**config.mk**
```make
export PLATFORM = sky130hd
export DESIGN_NAME = cielum_frac_div
export DESIGN_NICKNAME = d
export VERILOG_FILES = /design/src/hdl/cielum_pkg.sv /design/src/hdl/cielum_frac_div.sv
export SDC_FILE = /design/constraint.sdc
export NUM_CORES = 2
export LEC_CHECK = 0
export CAP_MARGIN = 5
export CORE_MARGIN = 5
export CORE_UTILIZATION = 28
export CTS_CLUSTER_DIAMETER = 60
export CTS_CLUSTER_SIZE = 10
export DETAILED_ROUTE_END_ITERATION = 8
export DONT_BUFFER_PORTS = 1
export GPL_ROUTABILITY_DRIVEN = 1
export MAX_ROUTING_LAYER = met4
export RECOVER_POWER = 100
export SLEW_MARGIN = 20
export SYNTH_ARGS = -nofsm -noshare
export SYNTH_HDL_FRONTEND = slang
export SYNTH_SLANG_ARGS = --single-unit
```
**constraint.sdc**
```tcl
create_clock -name clock -period 7.66 [get_ports clock]
set_input_delay 0.766 -clock clock [delete_from_list [all_inputs] [get_ports clock]]
set_output_delay 0.766 -clock clock [all_outputs]
set_load 0.01 [all_outputs]
```
**src/hdl/cielum_pkg.sv**
```systemverilog
// Shared widths, constants, register codes and types of the lightness-to-luminance map.
`default_nettype none

package cielum_pkg;

   // Field and format widths.
   localparam int LEVEL_WIDTH   = 16;
   localparam int FRACTION_BITS = 24;
   localparam int LEVEL_CFG_W   = 17;
   localparam int OUT_W         = 16;
   localparam int FRAC_W        = FRACTION_BITS + 1;
   localparam int LIGHT_W       = FRACTION_BITS + 7;
   localparam int LIN_SLICE_W   = FRACTION_BITS + 4;
   localparam int LIN_RECIP_W   = FRACTION_BITS - 6;
   localparam int CUB_RECIP_W   = FRACTION_BITS + 1;
   localparam int SUM_W         = OUT_W + 2;
   localparam int CSR_ADDR_W    = 4;
   localparam int CSR_DATA_W    = 32;
   localparam int CSR_INDEX_W   = 2;

   typedef logic [LEVEL_WIDTH-1:0]             level_type;
   typedef logic [LEVEL_CFG_W-1:0]             level_cfg_type;
   typedef logic [OUT_W-1:0]                   out_type;
   typedef logic [FRAC_W-1:0]                  frac_type;
   typedef logic [LIGHT_W-1:0]                 light_type;
   typedef logic [LIN_RECIP_W-1:0]             lin_recip_type;
   typedef logic [CUB_RECIP_W-1:0]             cub_recip_type;
   typedef logic [LIGHT_W+LIN_RECIP_W-1:0]     lin_prod_type;
   typedef logic [LIGHT_W+CUB_RECIP_W-1:0]     cub_prod_type;
   typedef logic [2*FRAC_W-1:0]                frac_prod_type;
   typedef logic [FRAC_W+OUT_W-1:0]            scale_prod_type;
   typedef logic [SUM_W-1:0]                   sum_type;
   typedef logic [CSR_DATA_W-1:0]              csr_data_type;
   typedef logic [CSR_INDEX_W-1:0]             csr_index_type;

   // Register indexes on the configuration port.
   localparam csr_index_type REG_INPUT_LEVELS   = 2'd0;
   localparam csr_index_type REG_OUTPUT_MINIMUM = 2'd1;
   localparam csr_index_type REG_OUTPUT_MAXIMUM = 2'd2;

   // Reset values of the registers and of the values derived from them.
   localparam level_cfg_type INPUT_LEVELS_RESET   = 17'd4096;
   localparam level_cfg_type FULL_SCALE_RESET     = 17'd4095;
   localparam out_type       OUTPUT_MINIMUM_RESET = 16'd0;
   localparam out_type       OUTPUT_MAXIMUM_RESET = 16'hFFFF;
   localparam out_type       SCALE_RESET          = 16'hFFFE;
   localparam out_type       OUT_MAX              = 16'hFFFF;

   // Fixed-point constants of the lightness curve.
   localparam frac_type  FRAC_ONE         = frac_type'(1) << FRACTION_BITS;
   localparam light_type LIGHT_GAIN       = light_type'(100);
   localparam light_type LIGHT_LIN_LIMIT  = light_type'(8) << FRACTION_BITS;
   localparam light_type LIGHT_CUB_OFFSET = light_type'(16) << FRACTION_BITS;
   localparam light_type LIN_GAIN         = light_type'(10);
   localparam light_type LIN_DIVISOR      = light_type'(9023);
   localparam light_type CUB_DIVISOR      = light_type'(116);

   // Reciprocals scaled by 2^LIGHT_W; the estimate they give is low by at most one.
   localparam lin_recip_type LIN_RECIP =
      lin_recip_type'((64'd1 << LIGHT_W) / 64'd9023);
   localparam cub_recip_type CUB_RECIP =
      cub_recip_type'((64'd1 << LIGHT_W) / 64'd116);

   // Request entering the fraction divider.
   typedef struct packed {
      logic      valid;
      level_type level;
   } div_in_type;

   // Lightness fraction leaving the divider.
   typedef struct packed {
      logic     valid;
      logic     clamped;
      frac_type fraction;
   } div_out_type;

endpackage

`default_nettype wire

```
**src/hdl/cielum_frac_div.sv**
```systemverilog
// Pipelined restoring divider that forms the lightness fraction level * 2^F / full scale.
`default_nettype none

module cielum_frac_div (
   input  logic                      clock,
   input  logic                      reset,
   input  logic                      advance,
   input  cielum_pkg::level_cfg_type full_scale,
   input  cielum_pkg::div_in_type    div_in,
   output cielum_pkg::div_out_type   div_out
);

   localparam int STAGES = cielum_pkg::FRACTION_BITS;

   logic                      st_valid_ff [0:STAGES];
   logic                      st_clamp_ff [0:STAGES];
   cielum_pkg::level_cfg_type st_rem_ff   [0:STAGES];
   cielum_pkg::frac_type      st_quo_ff   [0:STAGES];

   cielum_pkg::level_cfg_type level_ext;
   logic                      level_full;
   logic                      clamp0_in;
   cielum_pkg::level_cfg_type rem0_in;
   cielum_pkg::frac_type      quo0_in;

   // Entry stage: clamp the level; at or above full scale the fraction is exactly one.
   always_comb begin
      level_ext  = cielum_pkg::level_cfg_type'(div_in.level);
      level_full = level_ext >= full_scale;
      clamp0_in  = level_ext > full_scale;
      rem0_in    = level_full ? '0 : level_ext;
      quo0_in    = level_full ? cielum_pkg::FRAC_ONE : '0;
   end

   always_ff @(posedge clock) begin
      if (reset) begin
         st_valid_ff[0] <= 1'b0;
      end else if (advance) begin
         st_valid_ff[0] <= div_in.valid;
      end
   end

   always_ff @(posedge clock) begin
      if (advance) begin
         st_clamp_ff[0] <= clamp0_in;
         st_rem_ff[0]   <= rem0_in;
         st_quo_ff[0]   <= quo0_in;
      end
   end

   // One quotient bit per stage, most significant fraction bit first.
   for (genvar k = 1; k <= STAGES; k++) begin : g_stage
      logic [cielum_pkg::LEVEL_CFG_W:0] dbl;
      logic                             ge;
      cielum_pkg::level_cfg_type        rem_in;
      cielum_pkg::frac_type             quo_in;

      always_comb begin
         dbl    = {st_rem_ff[k-1], 1'b0};
         ge     = dbl >= {1'b0, full_scale};
         rem_in = ge ? cielum_pkg::level_cfg_type'(dbl - {1'b0, full_scale})
                     : cielum_pkg::level_cfg_type'(dbl);
         quo_in = st_quo_ff[k-1];
         quo_in[STAGES-k] = ge;
      end

      always_ff @(posedge clock) begin
         if (reset) begin
            st_valid_ff[k] <= 1'b0;
         end else if (advance) begin
            st_valid_ff[k] <= st_valid_ff[k-1];
         end
      end

      always_ff @(posedge clock) begin
         if (advance) begin
            st_clamp_ff[k] <= st_clamp_ff[k-1];
            st_rem_ff[k]   <= rem_in;
            st_quo_ff[k]   <= quo_in;
         end
      end
   end

   // Last stage holds the finished fraction.
   always_comb begin
      div_out.valid    = st_valid_ff[STAGES];
      div_out.clamped  = st_clamp_ff[STAGES];
      div_out.fraction = st_quo_ff[STAGES];
   end

endmodule

`default_nettype wire

```
==> flow_summary.json <==
{
  "placed_standard_cell_area_um2": 48600,
  "synthesis.instances": 3860,
  "initial_util_pct": 28.2,
  "timing.fmax_ghz": 0.183,
  "cp.required_ns": 8.03,
  "cp.arrival_ns": 5.82,
  "fin_area_um2": 52100,
  "clock_latency_ns": 0.74,
  "vdd_drop_max_uv": 220,
  "criticalPathCategory": "in -> reg",
  "synth-seq-cells": 782,
  "post_synthesis_sequential_area_ratio_pct": 51.2,
  "finalHoldViolCount": 0,
  "multi_input_comb_area_um2": 21700,
  "synth_cell_types": 83,
  "antenna_violations_before_repair": 1,
  "postLayoutCoreUtil_pct": 32.0,
  "die_y_um": 415,
  "path_cells": "inv_1, clkbuf_1, ha_1, nor2b_1, o21ai_0, nand2b_1, a211oi_1, o21a_1, a21oi_1, nor4_1, clkbuf_1, o21ai_0",
  "design.portCount": 64,
  "global_route.usage.total_pct": 12.2,
  "setup_viol_count_final": 0,
  "num_vias": 30200,
  "yosysMostFrequentCell": "edfxtp_1",
  "cts_tree": "done",
  "post-route-drc-count": 0,
  "violations_in_the_final_reports": "capacitance limit, slew limit",
  "grt_start_max_net_pins": 760,
  "cts_max_level": 3,
  "worst-path-max-fanout": 32,
  "finalWirelength_um": 106000,
  "fin_crit_ns": 5.45,
  "timing_worst_slew_pin_value_ns": 5.33,
  "postSynth.asyncResetShare_pct": 0,
  "synth-edff-count": 782,
  "run_status": "finished, violations left",
  "placement.setup.worst_slack_ns": 2.63,
  "netlist_area_um2": 45900,
  "drive_gt1_share_pct": 10.0,
  "finClkSkew_ns": 0.0476,
  "clk_pin_slew_worst_paths_ns": 0.05,
  "core.rowCount": 148,
  "area_delta_synth_final_pct": 13.5,
  "drt_iter0_markers": 2123,
  "clock-sinks": 782,
  "final-max-slew-violation-count": 518,
  "synthDominantAreaCellType": "edfxtp_1",
  "end_kind": "register",
  "post-synth-top-area-fraction_pct": 51.2,
  "hold_buffers": 0,
  "cts-buffers-inserted": 112,
  "synth-main-ff-cell": "edfxtp_1",
  "grt_pass1_wl_um": 165000,
  "synth.net_count": 4343,
  "gr-total-overflow": 0,
  "fill_cells": 16100,
  "postRouteAntennaNets": 0,
  "slew_headroom_pct": -255,
  "port_buffers": 0,
  "clockBufferDepth": 3,
  "design.die.area_um2": 172000,
  "final_nets": 4424,
  "n_antenna_cell": 0,
  "synth-warning-count": 0,
  "floorplan.core_area_um2": 163000,
  "powerDensity_nw_per_um2": 437,
  "synth_area_per_cell_um2": 11.9,
  "slowest_stage": "clkbuf_1",
  "worst_hold_path_type": "in -> reg",
  "leakage_nw": 19.7,
  "timing.setup.tns_ns": 0,
  "final_weighted_congestion_in_routability_driven_placement": 0.860,
  "max_stage_delay_ns": 1.15,
  "yosys-top-cells-count": "782 x edfxtp_1, 423 x ha_1, 307 x a21oi_1",
  "place.detailed.hpwl_um": 67800,
  "grt_setup_unrepaired": "false",
  "die_w_um": 415,
  "cts_resized": 0,
  "grt_pass1_vias": 29800,
  "final_min_period_over_clock_period_pct": 71.2,
  "post-route-worst-setup-slack_ns": 2.21,
  "synth_area_leaders": "edfxtp_1 51%, ha_1 12%, mux2_2 4.7%",
  "viasPerCell": 4.88,
  "setup.worst_path.start_class": "input pin",
  "register_area_um2": 23500,
  "wire_per_inst_um": 17.1,
  "post-cts-setup-buffer-count": 0,
  "max_cap_violations": 10,
  "drtPass1Iterations": 7,
  "root_buffer_cell": "clkbuf_16"
}
[worst max-delay path, delay by kind of cell]
kind	cells	cell delay [ns]
AND/OR/NAND/NOR	3	0.72
AO/OA/AOI/OAI	5	1.22
buffers and inverters	3	2.61
adder cells (fa/ha/maj)	1	0.46
[final cells by class]
| cell class | count | area share, % |
|---|---|---|
| well taps | 2175 | 5.23 |
| flip-flops and latches | 782 | 45.1 |
| repair buffers | 35 | 0.457 |
| multi-input cells | 2911 | 41.6 |
| clock inverters | 57 | 1.31 |
| inverters | 99 | 0.714 |
| clock buffers | 129 | 5.55 |
[cell usage in the layout, fill, tap and decap left out, types with 12 or more instances in the layout]
cell type | netlist | layout
mux2_2 | 190 | 174
a211oi_1 | 30 | 30
and2_0 | 0 | 35
o21a_1 | 56 | 56
nor3_1 | 75 | 75
mux2_1 | 1 | 23
o21ai_0 | 244 | 250
a21o_1 | 133 | 133
a21boi_0 | 16 | 17
edfxtp_1 | 782 | 782
clkbuf_16 | 0 | 113
a31oi_1 | 47 | 48
nand3_1 | 44 | 46
fa_1 | 23 | 23
clkbuf_1 | 48 | 32
and3_1 | 39 | 39
mux2i_1 | 13 | 13
or2_2 | 21 | 20
ha_1 | 423 | 423
xor2_1 | 128 | 128
a21oi_1 | 307 | 307
o21bai_1 | 24 | 24
nor2b_1 | 68 | 68
xnor2_1 | 187 | 187
or3_1 | 18 | 18
o31ai_1 | 19 | 20
nor2_1 | 247 | 247
nand2b_1 | 49 | 49
and2_1 | 61 | 26
nand2_1 | 238 | 238
inv_1 | 99 | 85
clkinv_1 | 0 | 19
buf_4 | 5 | 15
and4_1 | 12 | 12
nand4_1 | 44 | 44
[cell families (layout without fill, tap and decap cells)]
kind of cell / count (synthesis) / in the layout / share of synthesized area (%)
AO/OA/AOI/OAI: 993 / 993 / 13.5
AND/OR/NAND/NOR: 947 / 947 / 10.1
flip-flops: 782 / 782 / 51.2
adder cells (fa/ha/maj): 446 / 446 / 12.5
XOR/XNOR: 315 / 315 / 6.01
multiplexers: 210 / 210 / 5.17
buffers and inverters: 167 / 320 / 1.46
[per-layer routing]
metal	wire [um]	GRT usage, %	part of all wire [%]
met5	0	-	0
met4	3890	4.87	3.7
met3	5330	2.34	5.0
met2	51100	20.3	48
met1	45400	14.8	43
[per-stage QoR]
step	instances	power, mW	hold WS, ns
2_1_floorplan	3860	15.5	0.400
3_3_place_gp	5998	17.6	0.400
3_5_place_dp	5998	17.8	0.405
4_1_cts	6184	23.0	0.125
5_1_grt	6188	24.5	0.108
6_report	6188	22.7	0.177
[report_power, final]
group          internal [mW]  total [mW]  switching, mW
registers               6.78        7.58          0.796
logic                   4.72        10.2           5.44
clock network           3.00        5.00           2.00
total                   14.5        22.7           8.24
[sequential cells by signal, indices dropped and copies added, names as in the netlist]
register / count
st_quo_ff: 325
st_clamp_ff: 25
st_rem_ff: 407
st_valid_ff: 25
[final timing paths]
kind	start	endpoint	slack, ns	cells after the start
min reg2reg	st_quo_ff[0][197]$_DFFE_PP_	st_quo_ff[0][222]$_DFFE_PP_	0.38	0
max reg2reg	st_rem_ff[2][103]$_DFFE_PP_	st_rem_ff[2][126]$_DFFE_PP_	3.54	11
max	full_scale[2]	st_rem_ff[1][127]$_DFFE_PP_	2.21	12
min	advance	st_quo_ff[1][157]$_DFFE_PP_	0.18	0
(Power assumes the default switching activity.)
